`src/lpfd_pkg.sv`:
```
`timescale 1ns / 1ps

package lpfd_pkg;

  localparam int unsigned HDR_BYTES   = 8;
  localparam int unsigned CODE_OFFSET = 4;
  localparam int unsigned LEN_OFFSET  = 6;

  localparam int unsigned POS_W = 16;
  localparam int unsigned MAX_W = 17;

  localparam logic [1:0] RK_HEADER  = 2'd0;
  localparam logic [1:0] RK_PAYLOAD = 2'd1;
  localparam logic [1:0] RK_ERROR   = 2'd2;

  localparam logic [MAX_W-1:0] MAX_FRAME_RESET = 17'd65543;

  typedef enum logic [2:0] {
    PH_HEADER  = 3'b001,
    PH_PAYLOAD = 3'b010,
    PH_ERROR   = 3'b100
  } phase_t;

  typedef struct packed {
    logic [1:0]  result_kind;
    logic [31:0] stream_id;
    logic [7:0]  request_code;
    logic [15:0] payload_length;
    logic [7:0]  payload_byte;
    logic        last;
  } result_t;

endpackage

```
`src/lpfd_parser.sv`:
```
`timescale 1ns / 1ps

module lpfd_parser (
  input  logic                     clk,
  input  logic                     rst_n,
  input  logic                     step,
  input  logic                     kind,
  input  logic [7:0]               data_byte,
  input  logic [lpfd_pkg::MAX_W-1:0] max_frame_bytes,
  output logic                     res_valid,
  output lpfd_pkg::result_t        res
);

  lpfd_pkg::phase_t               phase_r, phase_nxt;
  logic [lpfd_pkg::POS_W-1:0]     pos_r, pos_nxt;
  logic [31:0]                    sid_r, sid_nxt;
  logic [7:0]                     code_r, code_nxt;
  logic [15:0]                    len_r, len_nxt;
  logic [lpfd_pkg::POS_W-1:0]     pos_inc;
  logic [lpfd_pkg::MAX_W-1:0]     frame_size;
  logic [1:0]                     rk;
  logic [7:0]                     pbyte;
  logic                           last;

  assign pos_inc = pos_r + lpfd_pkg::POS_W'(1);

  always_comb begin
    phase_nxt  = phase_r;
    pos_nxt    = pos_r;
    sid_nxt    = sid_r;
    code_nxt   = code_r;
    len_nxt    = len_r;
    res_valid  = 1'b0;
    rk         = lpfd_pkg::RK_HEADER;
    pbyte      = 8'd0;
    last       = 1'b0;
    frame_size = '0;
    if (kind) begin
      phase_nxt = lpfd_pkg::PH_HEADER;
      pos_nxt   = '0;
    end else begin
      case (phase_r)
        lpfd_pkg::PH_HEADER: begin
          if (pos_r < lpfd_pkg::POS_W'(lpfd_pkg::CODE_OFFSET)) begin
            sid_nxt = {sid_r[23:0], data_byte};
          end else if (pos_r == lpfd_pkg::POS_W'(lpfd_pkg::CODE_OFFSET)) begin
            code_nxt = data_byte;
          end else if (pos_r >= lpfd_pkg::POS_W'(lpfd_pkg::LEN_OFFSET)) begin
            len_nxt = {len_r[7:0], data_byte};
          end
          frame_size = lpfd_pkg::MAX_W'(lpfd_pkg::HDR_BYTES) + lpfd_pkg::MAX_W'(len_nxt);
          if (pos_r < lpfd_pkg::POS_W'(lpfd_pkg::HDR_BYTES - 1)) begin
            pos_nxt = pos_inc;
          end else begin
            pos_nxt   = '0;
            res_valid = 1'b1;
            if (frame_size > max_frame_bytes) begin
              phase_nxt = lpfd_pkg::PH_ERROR;
              rk        = lpfd_pkg::RK_ERROR;
            end else if (len_nxt == 16'd0) begin
              phase_nxt = lpfd_pkg::PH_HEADER;
              last      = 1'b1;
            end else begin
              phase_nxt = lpfd_pkg::PH_PAYLOAD;
            end
          end
        end
        lpfd_pkg::PH_PAYLOAD: begin
          res_valid = 1'b1;
          rk        = lpfd_pkg::RK_PAYLOAD;
          pbyte     = data_byte;
          if (pos_inc >= len_r) begin
            phase_nxt = lpfd_pkg::PH_HEADER;
            pos_nxt   = '0;
            last      = 1'b1;
          end else begin
            pos_nxt = pos_inc;
          end
        end
        default: begin
        end
      endcase
    end
  end

  always_comb begin
    res.result_kind    = rk;
    res.stream_id      = sid_nxt;
    res.request_code   = code_nxt;
    res.payload_length = len_nxt;
    res.payload_byte   = pbyte;
    res.last           = last;
  end

  always_ff @(posedge clk) begin
    if (!rst_n) begin
      phase_r <= lpfd_pkg::PH_HEADER;
      pos_r   <= '0;
      sid_r   <= '0;
      code_r  <= '0;
      len_r   <= '0;
    end else if (step) begin
      phase_r <= phase_nxt;
      pos_r   <= pos_nxt;
      sid_r   <= sid_nxt;
      code_r  <= code_nxt;
      len_r   <= len_nxt;
    end
  end

endmodule

```
`src/length_prefixed_frame_deframer_core.sv`:
```
`timescale 1ns / 1ps
// Channel  | Ports                                   | Transfer when
// in       | in_kind, in_data_byte                   | in_valid & in_ready
// out      | out_result_kind .. out_last             | out_valid & out_ready
// cfg      | cfg_wr_data (max_frame_bytes)           | cfg_wr_en
//
// One input transfer per cycle while the output is not stalled; a result appears in the
// cycle after the byte that causes it, from a single output register.
// in_ready is high while the output register is empty or being drained.
// Synchronous active-low reset returns to the header phase, max frame 65543.
// A stalled output holds its result and blocks further input.

module length_prefixed_frame_deframer_core (
  input  logic                       clk,
  input  logic                       rst_n,
  input  logic                       in_valid,
  output logic                       in_ready,
  input  logic                       in_kind,
  input  logic [7:0]                 in_data_byte,
  output logic                       out_valid,
  input  logic                       out_ready,
  output logic [1:0]                 out_result_kind,
  output logic [31:0]                out_stream_id,
  output logic [7:0]                 out_request_code,
  output logic [15:0]                out_payload_length,
  output logic [7:0]                 out_payload_byte,
  output logic                       out_last,
  input  logic                       cfg_wr_en,
  input  logic [lpfd_pkg::MAX_W-1:0] cfg_wr_data
);

  logic [lpfd_pkg::MAX_W-1:0] max_frame_r;
  logic                       out_valid_r, out_valid_nxt;
  lpfd_pkg::result_t          out_r;
  lpfd_pkg::result_t          res;
  logic                       res_valid;
  logic                       step;

  assign in_ready = !out_valid_r || out_ready;
  assign step     = in_valid && in_ready;

  lpfd_parser u_parser (
    .clk             (clk),
    .rst_n           (rst_n),
    .step            (step),
    .kind            (in_kind),
    .data_byte       (in_data_byte),
    .max_frame_bytes (max_frame_r),
    .res_valid       (res_valid),
    .res             (res)
  );

  always_comb begin
    out_valid_nxt = out_valid_r;
    if (step && res_valid) begin
      out_valid_nxt = 1'b1;
    end else if (out_ready) begin
      out_valid_nxt = 1'b0;
    end
  end

  always_ff @(posedge clk) begin
    if (!rst_n) begin
      max_frame_r <= lpfd_pkg::MAX_FRAME_RESET;
      out_valid_r <= 1'b0;
    end else begin
      if (cfg_wr_en) begin
        max_frame_r <= cfg_wr_data;
      end
      out_valid_r <= out_valid_nxt;
    end
  end

  always_ff @(posedge clk) begin
    if (step && res_valid) begin
      out_r <= res;
    end
  end

  assign out_valid          = out_valid_r;
  assign out_result_kind    = out_r.result_kind;
  assign out_stream_id      = out_r.stream_id;
  assign out_request_code   = out_r.request_code;
  assign out_payload_length = out_r.payload_length;
  assign out_payload_byte   = out_r.payload_byte;
  assign out_last           = out_r.last;

endmodule

```
`config.mk`:
```
export PLATFORM = sky130hd
export DESIGN_NAME = length_prefixed_frame_deframer_core
export DESIGN_NICKNAME = d
export VERILOG_FILES = /design/src/lpfd_pkg.sv /design/src/lpfd_parser.sv /design/src/length_prefixed_frame_deframer_core.sv
export SDC_FILE = /design/constraint.sdc
export NUM_CORES = 1
export LEC_CHECK = 0
export ABC_AREA = 0
export BUFFER_PORTS_ARGS = -buffer_cell sky130_fd_sc_hd__buf_2
export CAP_MARGIN = 10
export CORE_MARGIN = 5
export CORE_UTILIZATION = 40
export CTS_CLUSTER_DIAMETER = 60
export CTS_CLUSTER_SIZE = 12
export DETAILED_ROUTE_END_ITERATION = 12
export GPL_TIMING_DRIVEN = 0
export HOLD_SLACK_MARGIN = 0.06
export PLACE_DENSITY = 0.67
export SLEW_MARGIN = 40
export SYNTH_ARGS = -nofsm -noshare
export SYNTH_HDL_FRONTEND = slang
export SYNTH_HIERARCHICAL = 1
export SYNTH_SLANG_ARGS = --single-unit
export TNS_END_PERCENT = 10
```
`constraint.sdc`:
```
create_clock -name clk -period 15.5 [get_ports clk]
set_input_delay 3.1 -clock clk [delete_from_list [all_inputs] [get_ports clk]]
set_output_delay 3.1 -clock clk [all_outputs]
set_load 0.005 [all_outputs]
```
==> run_results.csv, run 1 <==
group,metric,value,unit
critical_path,arrival,7130,ps
floorplanning,die_area,23700,µm²
cells_and_area,antenna_cells,0,
critical_path,critical_path.slowest_cell,"sky130_fd_sc_hd__o31ai_1",
routing,count_of_vias_placed_by_the_detailed_router,6644,
placed_design,numPortBuffers,96,
critical_path,crit_chain,"buf_2 > clkbuf_1 > nand3_1 > nor2_1 > o2111ai_1 > nand2_1 > mux4_2 > o311a_1 > ha_1 > a21oi_1 > o21a_1 > or3b_2 > o31ai_1 > nand2b_1 > o21ai_0 > buf_4",
placed_design,detailedPlacementHpwl,15400,µm
critical_path,worst_path_maximum_fanout,10,
clocking,cts_h_tree_depth,4,
floorplanning,io_pins,100,
cells_and_area,multiInputGateArea,3970,µm²
synth,asyncSetResetFlopFracSynth,0,
global_route,pin_count_of_the_biggest_net_entering_global_routing,24,
clocking,post_cts_repair_resize_count,0,
clocking,cts_setup_buffers,0,
floorplanning,num_rows,52,
clocking,clkSinkCount,160,
clocking,cts_inserted_buffers,17,
global_route,antenna_violations_before_repair,1,
sta,fin_setup_tns,0,ps
critical_path,critical_path_required,15800,ps
cells_and_area,final_net_count,1035,
synth,post_synth_inst_count,850,
routing,vias_per_cell,5.31,
synth,post_synth_cell_types,67,
critical_path,cpLargestDelayFamily,"compound AO/OA/AOI/OAI gates",
global_route,groute.usage.overall,0.174,
routing,drtPass1Iterations,5,
sta,max_slew_margin,0.446,
sta,final-setup-viol-count,0,
synth,part_of_the_yosys_area_used_for_sequential_elements,0.468,
power,power_per_cell_area,96.8,nW/µm²
critical_path,timing.critical_path.slowest_cell_delay,690,ps
routing,detail_route.drc_violations,0,
critical_path,crit_buf_inv,3,
floorplanning,core,20300,µm²
sta,worst_clock_skew,10.7,ps
routing,detail-route-antenna-nets,0,
clocking,clk_path_buf_depth,2,
sta,final.min_clock_period,6830,ps
cells_and_area,areaGrowthSynthToFinish,18.0,%
synth,post_synth.cell_area_avg,9.73,µm²
power,p_leak,3.82,nW
floorplanning,die_width,154,µm
sta,maxClockFrequency,146,MHz
placed_design,place_congestion,0.926,
sta,timing_max_transition_violations_final,0,
critical_path,critical_path.startpoint_type,"primary input",
critical_path,worst-setup-path-type,"primary input to flip-flop",
synth,syn-num-nets,917,
sta,hold_slack,455,ps
sta,finalHoldViolCount,0,
min_path,timing.hold.worst.class,"flip-flop to flip-flop",
synth,syn-cell-area,8270,µm²
critical_path,crit_path_capture_type,"flip-flop",
clocking,root_buffer,"sky130_fd_sc_hd__clkbuf_16",
global_route,final_global_route_overflow_total,0,
clocking,clk_pin_slew_worst_paths,70,ps
sta,fin_crit_sh,0.441,
cells_and_area,final_common_cell,"sky130_fd_sc_hd__nand2_1",
cells_and_area,nFillCells,1928,
clocking,clock_latency_on_the_worst_skew_pair,430,ps
clocking,cts_hold_buf,0,
synth,synth_top_flop_cell,"sky130_fd_sc_hd__dfxtp_1",
status,run_status,"completed",
sta,worstMarginPinSlew,824,ps
cells_and_area,layout_common_cells,"sky130_fd_sc_hd__nand2_1, sky130_fd_sc_hd__buf_2, sky130_fd_sc_hd__dfxtp_1, sky130_fd_sc_hd__edfxtp_1, sky130_fd_sc_hd__a21oi_1",
routing,drt_first_iter_violations,529,
synth,synth_enable_flop_cells,67,
run,number_of_violations_of_the_max_capacitance_limit,0,
cells_and_area,area.sequential,3870,µm²
sta,grt_setup_unrepaired,"false",
global_route,first_pass_grt_wire_length,33200,µm
cells_and_area,final_layout_size_suffix_gt1_frac,0.205,
routing,drt-total-wl,20800,µm
synth,ys_warn_count,6,
global_route,grt_pass1_vias,6301,
power,max-vdd-ir-drop,0.0000688,V
synth,ys_ff_latch,160,
routing,route.detailed.wl_per_inst,16.6,µm
floorplanning,floorplan.die.height,154,µm
clocking,cts_tree,"done",
floorplanning,initial_utilization,0.408,
## cell families after synthesis
| family | after synthesis | share of synthesized area |
|---|---|---|
| AND/OR/NAND/NOR | 304 | 0.182 |
| flip-flops | 160 | 0.468 |
| AO/OA/AOI/OAI | 144 | 0.110 |
| buffers and inverters | 99 | 0.0525 |
| multiplexers | 75 | 0.0989 |
| adder cells (fa/ha/maj) | 36 | 0.0544 |
| XOR/XNOR | 32 | 0.0339 |
## cell type report
cell class	instances	area share
Clock buffer	17	0.0436
Timing Repair Buffer	99	0.0551
Buffer	53	0.0268
Sequential cell	160	0.397
Multi-Input combinational cell	591	0.407
Clock inverter	15	0.0181
Inverter	46	0.0177
Tap cell	270	0.0346
## where the power goes
| group | internal [mW] | switching, mW |
|---|---|---|
| sequential | 0.443 | 0.00531 |
| combinational | 0.0266 | 0.0469 |
| clock | 0.242 | 0.181 |
| total | 0.712 | 0.233 |
## tightest hold or removal path, cell delays in order (launching register included)
cell	delay (ps)
sky130_fd_sc_hd__dfxtp_1	310
sky130_fd_sc_hd__nand2_1	50
sky130_fd_sc_hd__a21oi_1	50
## routing by layer
| metal | up-vias | global-route usage | wire [µm] |
|---|---|---|---|
| met1 | 3151 | 0.243 | 9510 |
| met5 | - | 0 | 7 |
| met2 | 225 | 0.269 | 9480 |
| met3 | 22 | 0.0419 | 1430 |
| li1 | 3244 | - | - |
| met4 | 2 | 0.0517 | 335 |
## final timing paths
path | start | to | slack [ps] | cells past startpoint
worst min register to register | u_parser/sid_r[31] | u_parser/sid_r[31] | 460 | 2
worst min-delay path | u_parser/sid_r[31] | u_parser/sid_r[31] | 460 | 2
worst max-delay path | in_data_byte[7] | out_last | 8670 | 16
worst max register to register | u_parser/pos_r[4] | out_last | 9980 | 21
## cells in the mapped netlist (all sizes together), types with 11 or more instances
| library cell | count | area [µm²] |
|---|---|---|
| a211oi | 11 | 82.6 |
| a21boi | 15 | 113 |
| a21oi | 62 | 310 |
| and2 | 12 | 75.1 |
| clkbuf | 44 | 176 |
| dfxtp | 93 | 1860 |
| edfxtp | 67 | 2010 |
| ha | 36 | 450 |
| inv | 46 | 173 |
| mux2 | 44 | 495 |
| mux2i | 30 | 300 |
| nand2 | 131 | 492 |
| nand3 | 40 | 205 |
| nand4 | 11 | 75.1 |
| nor2 | 40 | 153 |
| nor2b | 16 | 100 |
| nor4 | 17 | 136 |
| o21ai | 18 | 90.1 |
| xnor2 | 25 | 219 |
## metrics by stage
step	power (mW)	instance area, µm²	cells	setup WS (ps)	util
2_1_floorplan	0.505	8270	850	8320	-
3_3_place_gp	0.528	9090	1216	6630	0.448
3_5_place_dp	0.529	9160	1219	8380	0.451
4_1_cts	0.951	9760	1251	8800	0.481
5_1_grt	0.977	9760	1251	8590	0.481
6_report	0.945	9760	1251	8670	0.481
## flip-flops by register name, indices dropped and copies added (netlist names)
| name | cells |
|---|---|
| u_parser/sid_r | 32 |
| out_request_code | 8 |
| out_valid | 1 |
| out_payload_byte | 8 |
| out_payload_length | 16 |
| u_parser/pos_r | 16 |
| out_stream_id | 32 |
| u_parser/len_r | 16 |
| out_result_kind | 2 |
| u_parser/phase_r | 3 |
| max_frame_r | 17 |
| out_last | 1 |
| u_parser/code_r | 8 |
Power figures use the tool's default switching activity.
==> inputs of run 2 (changes only) <==
--- a/config.mk
+++ b/config.mk
@@ -5,7 +5,7 @@
 export SDC_FILE = /design/constraint.sdc
 export NUM_CORES = 1
 export LEC_CHECK = 0
-export ABC_AREA = 0
+export ABC_AREA = 1
 export BUFFER_PORTS_ARGS = -buffer_cell sky130_fd_sc_hd__buf_2
 export CAP_MARGIN = 10
 export CORE_MARGIN = 5
@@ -15,7 +15,7 @@
 export DETAILED_ROUTE_END_ITERATION = 12
 export GPL_TIMING_DRIVEN = 0
 export HOLD_SLACK_MARGIN = 0.06
-export PLACE_DENSITY = 0.67
+export PLACE_DENSITY = 0.68
 export SLEW_MARGIN = 40
 export SYNTH_ARGS = -nofsm -noshare
 export SYNTH_HDL_FRONTEND = slang
==> constraint.sdc (replaced) <==
create_clock -name clk -period 6.6 [get_ports clk]
set_input_delay 1.32 -clock clk [delete_from_list [all_inputs] [get_ports clk]]
set_output_delay 1.32 -clock clk [all_outputs]
set_load 0.005 [all_outputs]
==> run_results.csv, run 2 <==
group,metric,value,unit
global_route,groute.usage.overall,0.175,
global_route,grt_pass1_vias,6625,
clocking,root_buffer,"sky130_fd_sc_hd__clkbuf_16",
critical_path,rrSetupSlack,2330,ps
routing,detail-route-antenna-nets,0,
sta,finalHoldViolCount,0,
global_route,final_global_route_overflow_total,0,
run,number_of_violations_of_the_max_capacitance_limit,0,
critical_path,critical_path_required,6910,ps
clocking,clock_latency_on_the_worst_skew_pair,440,ps
clocking,cts_hold_buf,0,
cells_and_area,postLayoutCoreUtil,0.477,
synth,synth.top_cells.by_count,"sky130_fd_sc_hd__nand2_1, sky130_fd_sc_hd__inv_1, sky130_fd_sc_hd__o21ai_0",
floorplanning,die_area,23100,µm²
routing,route.detailed.wl_per_inst,14.2,µm
synth,asyncSetResetFlopFracSynth,0,
sta,finalWorstSetupSlack,2330,ps
critical_path,worst-setup-path-type,"flip-flop to flip-flop",
routing,count_of_vias_placed_by_the_detailed_router,6875,
placed_design,detailedPlacementHpwl,15100,µm
critical_path,arrival,4580,ps
synth,leading_area_contributor_after_synthesis,"sky130_fd_sc_hd__edfxtp_1",
global_route,pin_count_of_the_biggest_net_entering_global_routing,17,
clocking,cts_inserted_buffers,17,
power,power_per_cell_area,250,nW/µm²
synth,ys_warn_count,6,
power,max-vdd-ir-drop,0.000162,V
synth,ys_ff_latch,160,
critical_path,critPathCapture,"out_last",
synth,post_synth_cell_types,42,
critical_path,crit_chain,"inv_1 > ha_1 > or2_1 > buf_6 > nand3_4 > nand2_1 > nand2_1 > ha_1 > nand3_1 > inv_1 > nand3_1 > xor2_1 > inv_1 > ha_1 > nand4_1 > nor4b_1 > nand4_1 > nand2_1 > inv_1 > nor2_2 > nand2_1 > a21oi_1 > buf_4",
cells_and_area,final_net_count,1202,
critical_path,worst_path_maximum_fanout,8,
floorplanning,die_width,152,µm
synth,muxShareOfSynthArea,0,
cells_and_area,antenna_cells,0,
clocking,clk_pin_slew_worst_paths,60,ps
synth,part_of_the_yosys_area_used_for_sequential_elements,0.479,
sta,worst_clock_skew,12.4,ps
clocking,clk_path_buf_depth,2,
routing,drt-total-wl,20100,µm
synth,synth.most_common_cell,"sky130_fd_sc_hd__nand2_1",
cells_and_area,fin_area,9550,µm²
routing,drtPass1Iterations,5,
global_route,first_pass_grt_wire_length,33000,µm
global_route,antenna_violations_before_repair,0,
critical_path,critical_path.startpoint_type,"flip-flop",
synth,post_synth_inst_count,1012,
clocking,cts_setup_buffers,0,
sta,maxClockFrequency,234,MHz
sta,fin_setup_tns,0,ps
critical_path,cpLargestDelayFamily,"simple AND/OR/NAND/NOR gates",
routing,detail_route.drc_violations,0,
min_path,timing.hold.worst.class,"flip-flop to flip-flop",
clocking,cts_h_tree_depth,4,
synth,post_synth_top_area_share,0.249,
synth,post_synth.cell_area_avg,7.98,µm²
synth,most_area_consuming_cells_after_synthesis,"sky130_fd_sc_hd__edfxtp_1, sky130_fd_sc_hd__dfxtp_1, sky130_fd_sc_hd__nand2_1, sky130_fd_sc_hd__inv_1, sky130_fd_sc_hd__o21ai_0",
power,report.power.total,2.39,mW
clocking,post_cts_repair_resize_count,0,
critical_path,crit_path_capture_type,"flip-flop",
power,p_leak,4.44,nW
floorplanning,floorplan.die.height,152,µm
synth,synthSimpleGateAreaFrac,0.183,
cells_and_area,final_common_cell,"sky130_fd_sc_hd__nand2_1",
sta,worstMarginPinSlew,653,ps
floorplanning,initial_utilization,0.403,
cells_and_area,areaGrowthSynthToFinish,18.2,%
floorplanning,num_rows,52,
sta,timing_max_transition_violations_final,0,
synth,syn-cell-area,8080,µm²
floorplanning,io_pins,100,
sta,max_slew_margin,0.565,
sta,final.min_clock_period,4270,ps
sta,grt_setup_unrepaired,"false",
synth,synth_adder_area_share,0.0557,
critical_path,reg2reg_depth,23,
placed_design,place_congestion,0.914,
critical_path,timing.critical_path.slowest_cell_delay,460,ps
critical_path,cp.depth,23,
status,run_status,"completed",
floorplanning,core,20000,µm²
critical_path,cp-startpoint,"u_parser/pos_r[0]",
cells_and_area,final_layout_size_suffix_gt1_frac,0.144,
placed_design,numPortBuffers,98,
synth,synth_compound_gate_area_share,0.146,
synth,syn-num-nets,1079,
placed_design,dpl_cell_area,8980,µm²
routing,vias_per_cell,4.85,
clocking,clkSinkCount,160,
critical_path,critical_path.slowest_cell,"sky130_fd_sc_hd__dfxtp_1",
routing,drt_first_iter_violations,472,
placed_design,dpl_worst_slack,2200,ps
cells_and_area,layout_common_cells,"sky130_fd_sc_hd__nand2_1, sky130_fd_sc_hd__inv_1, sky130_fd_sc_hd__o21ai_0, sky130_fd_sc_hd__buf_2, sky130_fd_sc_hd__dfxtp_1",
sta,fin_crit_sh,0.646,
synth,synth_top_flop_cell,"sky130_fd_sc_hd__dfxtp_1",
clocking,cts_tree,"done",
critical_path,crit_buf_inv,6,
critical_path,critical_path.reg2reg.endpoint,"out_last",
sta,final-setup-viol-count,0,
critical_path,regToRegStartpoint,"u_parser/pos_r[0]",
synth,synth_top_family_by_area,"simple AND/OR/NAND/NOR gates",
synth,xor_and_xnor_area_share_after_synthesis,0.0228,
synth,synth_enable_flop_cells,67,
run 2: cell families (layout without fill, tap and decap cells):
group | Yosys count | after routing
compound gates | 232 | 232
fa+ha+maj | 36 | 36
xor+xnor | 21 | 21
buf+inv | 222 | 358
simple gates | 341 | 341
flops | 160 | 160
run 2: how the worst min path moves through the flow:
stage | startpoint | end | slack (ps) | cells after the start
floorplan | max_frame_r[16] | max_frame_r[16] | 430 | 2
global placement | max_frame_r[16] | max_frame_r[16] | 450 | 2
detailed placement | max_frame_r[1] | max_frame_r[1] | 450 | 2
CTS | max_frame_r[1] | max_frame_r[1] | 460 | 2
global route | max_frame_r[2] | max_frame_r[2] | 480 | 2
finish | max_frame_r[1] | max_frame_r[1] | 460 | 2
run 2: per-layer routing:
layer  track usage  part of all wire  up-vias
li1              -                 -     3517
met1         0.220              0.43     3112
met2         0.292              0.48      213
met3        0.0443             0.061       33
met4        0.0664             0.022        0
met5             0                 0        -
run 2: cell type report:
| class | count | area [µm²] |
|---|---|---|
| Fill cell | 1992 | 10500 |
| Inverter | 179 | 679 |
| Buffer | 43 | 226 |
| Tap cell | 270 | 338 |
| Clock inverter | 15 | 144 |
| Clock buffer | 17 | 425 |
| Timing Repair Buffer | 104 | 554 |
| Multi-Input combinational cell | 630 | 3310 |
| Sequential cell | 160 | 3870 |
run 2: worst reg2reg max path, stage by stage (launching register included):
cell and delay, ps:
sky130_fd_sc_hd__dfxtp_1 460, sky130_fd_sc_hd__inv_1 90, sky130_fd_sc_hd__ha_1 220, sky130_fd_sc_hd__or2_1 240, sky130_fd_sc_hd__buf_6 140, sky130_fd_sc_hd__nand3_4 130
sky130_fd_sc_hd__nand2_1 70, sky130_fd_sc_hd__nand2_1 180, sky130_fd_sc_hd__ha_1 230, sky130_fd_sc_hd__nand3_1 160, sky130_fd_sc_hd__inv_1 150, sky130_fd_sc_hd__nand3_1 100
sky130_fd_sc_hd__xor2_1 180, sky130_fd_sc_hd__inv_1 70, sky130_fd_sc_hd__ha_1 290, sky130_fd_sc_hd__nand4_1 170, sky130_fd_sc_hd__nor4b_1 390, sky130_fd_sc_hd__nand4_1 140
sky130_fd_sc_hd__nand2_1 190, sky130_fd_sc_hd__inv_1 90, sky130_fd_sc_hd__nor2_2 130, sky130_fd_sc_hd__nand2_1 70, sky130_fd_sc_hd__a21oi_1 120, sky130_fd_sc_hd__buf_4 120
run 2: per-stage QoR:
| step | std cells | hold WS (ps) |
|---|---|---|
| detailed placement | 1386 | 450 |
| CTS | 1418 | 464 |
| global route | 1418 | 483 |
| global placement | 1380 | 446 |
| finish | 1418 | 460 |
| floorplan | 1012 | 429 |
run 2: power breakdown:
| part | switching [mW] | internal (mW) |
|---|---|---|
| logic | 0.219 | 0.103 |
| clock network | 0.403 | 0.553 |
| registers | 0.0269 | 1.08 |
| total | 0.650 | 1.74 |
==> inputs of run 3 (changes only) <==
--- a/config.mk
+++ b/config.mk
@@ -5,7 +5,7 @@
 export SDC_FILE = /design/constraint.sdc
 export NUM_CORES = 1
 export LEC_CHECK = 0
-export ABC_AREA = 1
+export ABC_AREA = 0
 export BUFFER_PORTS_ARGS = -buffer_cell sky130_fd_sc_hd__buf_2
 export CAP_MARGIN = 10
 export CORE_MARGIN = 5
@@ -15,7 +15,7 @@
 export DETAILED_ROUTE_END_ITERATION = 12
 export GPL_TIMING_DRIVEN = 0
 export HOLD_SLACK_MARGIN = 0.06
-export PLACE_DENSITY = 0.68
+export PLACE_DENSITY = 0.67
 export SLEW_MARGIN = 40
 export SYNTH_ARGS = -nofsm -noshare
 export SYNTH_HDL_FRONTEND = slang
==> constraint.sdc (replaced) <==
create_clock -name clk -period 4.1 [get_ports clk]
set_input_delay 0.82 -clock clk [delete_from_list [all_inputs] [get_ports clk]]
set_output_delay 0.82 -clock clk [all_outputs]
set_load 0.005 [all_outputs]
==> run_results.csv, run 3 (same netlist as run 1, synthesis figures left out) <==
group,metric,value,unit
global_route,groute.usage.overall,0.177,
routing,vias_per_cell,5.30,
sta,fin_crit_sh,0.958,
routing,detail_route.drc_violations,0,
sta,final-setup-viol-count,0,
global_route,grt_pass1_vias,6281,
run,number_of_violations_of_the_max_capacitance_limit,0,
status,run_status,"completed",
sta,worstMarginPinSlew,964,ps
critical_path,worst_path_maximum_fanout,10,
routing,drt-total-wl,21100,µm
cells_and_area,antenna_cells,0,
floorplanning,die_area,23700,µm²
cells_and_area,final_cells,1265,
placed_design,place_congestion,0.933,
sta,grt_setup_unrepaired,"true",
cells_and_area,layout_common_cells,"sky130_fd_sc_hd__nand2_1, sky130_fd_sc_hd__buf_2, sky130_fd_sc_hd__dfxtp_1, sky130_fd_sc_hd__edfxtp_1, sky130_fd_sc_hd__a21oi_1",
placed_design,numPortBuffers,96,
routing,count_of_vias_placed_by_the_detailed_router,6705,
floorplanning,floorplan.die.height,154,µm
sta,max_slew_margin,0.348,
placed_design,detailedPlacementHpwl,15300,µm
sta,finalHoldViolCount,0,
floorplanning,num_rows,52,
critical_path,worst-setup-path-type,"flip-flop to flip-flop",
clocking,cts_inserted_buffers,17,
cells_and_area,final_common_cell,"sky130_fd_sc_hd__nand2_1",
placed_design,dp.cells,1219,
min_path,timing.hold.worst.class,"flip-flop to flip-flop",
routing,route.detailed.wl_per_inst,16.7,µm
min_path,hold_depth,2,
sta,timing_max_transition_violations_final,0,
sta,worst_clock_skew,8.52,ps
floorplanning,core,20300,µm²
clocking,cts_hold_buf,0,
clocking,cts_tree,"done",
cells_and_area,postLayoutCoreUtil,0.496,
critical_path,critical_path_required,4410,ps
sta,hold_slack,458,ps
cells_and_area,areaGrowthSynthToFinish,21.8,%
clocking,clock_latency_on_the_worst_skew_pair,440,ps
global_route,pin_count_of_the_biggest_net_entering_global_routing,22,
global_route,first_pass_grt_wire_length,33600,µm
critical_path,arrival,4240,ps
sta,maxClockFrequency,255,MHz
routing,drtPass1Iterations,5,
floorplanning,die_width,154,µm
sta,final.min_clock_period,3930,ps
clocking,root_buffer,"sky130_fd_sc_hd__clkbuf_16",
routing,detail-route-antenna-nets,0,
critical_path,reg2reg_depth,21,
clocking,clk_path_buf_depth,2,
routing,drt_first_iter_violations,639,
power,max-vdd-ir-drop,0.000199,V
critical_path,crit_path_capture_type,"flip-flop",
critical_path,critical_path.startpoint_type,"flip-flop",
global_route,antenna_violations_before_repair,1,
global_route,final_global_route_overflow_total,0,
floorplanning,initial_utilization,0.408,
cells_and_area,final_layout_size_suffix_gt1_frac,0.243,
cells_and_area,final_net_count,1049,
critical_path,regToRegStartpoint,"u_parser/pos_r[3]",
critical_path,rrSetupSlack,170,ps
clocking,clk_pin_slew_worst_paths,60,ps
min_path,min_to,"u_parser/sid_r[24]",
critical_path,critical_path.reg2reg.endpoint,"out_last",
power,p_leak,3.94,nW
clocking,clkSinkCount,160,
min_path,min_from,"u_parser/sid_r[24]",
power,power_per_cell_area,362,nW/µm²
floorplanning,io_pins,100,
clocking,cts_h_tree_depth,4,
[run 3: critical path, stage by stage (launching register included)]
cell and delay, ps:
sky130_fd_sc_hd__dfxtp_1 310, sky130_fd_sc_hd__buf_6 130, sky130_fd_sc_hd__nor4_4 300, sky130_fd_sc_hd__and4_4 310, sky130_fd_sc_hd__nand2_8 80, sky130_fd_sc_hd__buf_12 150
sky130_fd_sc_hd__nor2_4 80, sky130_fd_sc_hd__a21oi_2 50, sky130_fd_sc_hd__inv_2 80, sky130_fd_sc_hd__ha_4 180, sky130_fd_sc_hd__inv_4 60, sky130_fd_sc_hd__a2111oi_4 270
sky130_fd_sc_hd__xnor2_1 150, sky130_fd_sc_hd__mux2i_1 100, sky130_fd_sc_hd__ha_1 320, sky130_fd_sc_hd__nand2_1 60, sky130_fd_sc_hd__o21a_1 130, sky130_fd_sc_hd__or3b_4 400
sky130_fd_sc_hd__o31ai_4 250, sky130_fd_sc_hd__nand2b_1 130, sky130_fd_sc_hd__o21ai_1 130, sky130_fd_sc_hd__buf_4 110
[run 3: worst max-delay path by stage]
| stage | depth (start not counted) | startpoint | to |
|---|---|---|---|
| finish | 21 | u_parser/pos_r[3] | out_last |
| global route | 21 | u_parser/pos_r[3] | out_last |
| CTS | 14 | u_parser/pos_r[0] | u_parser/pos_r[14] |
| detailed placement | 22 | u_parser/pos_r[12] | out_last |
| global placement | 21 | u_parser/pos_r[12] | out_last |
| floorplan | 22 | u_parser/pos_r[3] | out_last |
[run 3: final cells by class]
| cell class | count | area (µm²) |
|---|---|---|
| repair buffers | 115 | 671 |
| clock inverters | 13 | 176 |
| clock buffers | 19 | 433 |
| fillers | 1880 | 10200 |
| flip-flops and latches | 160 | 3880 |
| plain buffers | 51 | 277 |
| well taps | 270 | 338 |
| multi-input cells | 591 | 4130 |
| inverters | 46 | 175 |
[run 3: metrics by stage]
| step | worst slack [ps] | TNS, ps | instance area, µm² | power (mW) |
|---|---|---|---|---|
| floorplan | -160 | -160 | 8280 | 1.91 |
| global placement | -1180 | -54340 | 9090 | 2.00 |
| detailed placement | -1200 | -9060 | 9170 | 2.00 |
| CTS | 49.4 | 0 | 9950 | 3.65 |
| global route | -48.9 | -90.5 | 10100 | 3.78 |
| finish | 173 | 0 | 10100 | 3.65 |
[run 3: report_power, final]
group | leakage [nW] | switching (mW) | internal, mW
clock | 0.292 | 0.681 | 0.972
sequential | 1.40 | 0.0208 | 1.67
combinational | 2.25 | 0.186 | 0.116
[run 3: what timing repair did]
action | in CTS | in global routing
endpoints found under the setup margin | 21 | 18
setup buffers | 6 | 10
gates resized for setup | 31 | 16
pin swaps | 7 | 13
gates cloned | 0 | 0
[run 3: routing by layer]
metal / share of wire / vias up / GRT usage
met3: 0.066 / 22 / 0.0427
met2: 0.46 / 212 / 0.273
met5: 0.00033 / - / 0
li1: - / 3282 / -
met4: 0.011 / 2 / 0.0492
met1: 0.46 / 3187 / 0.250
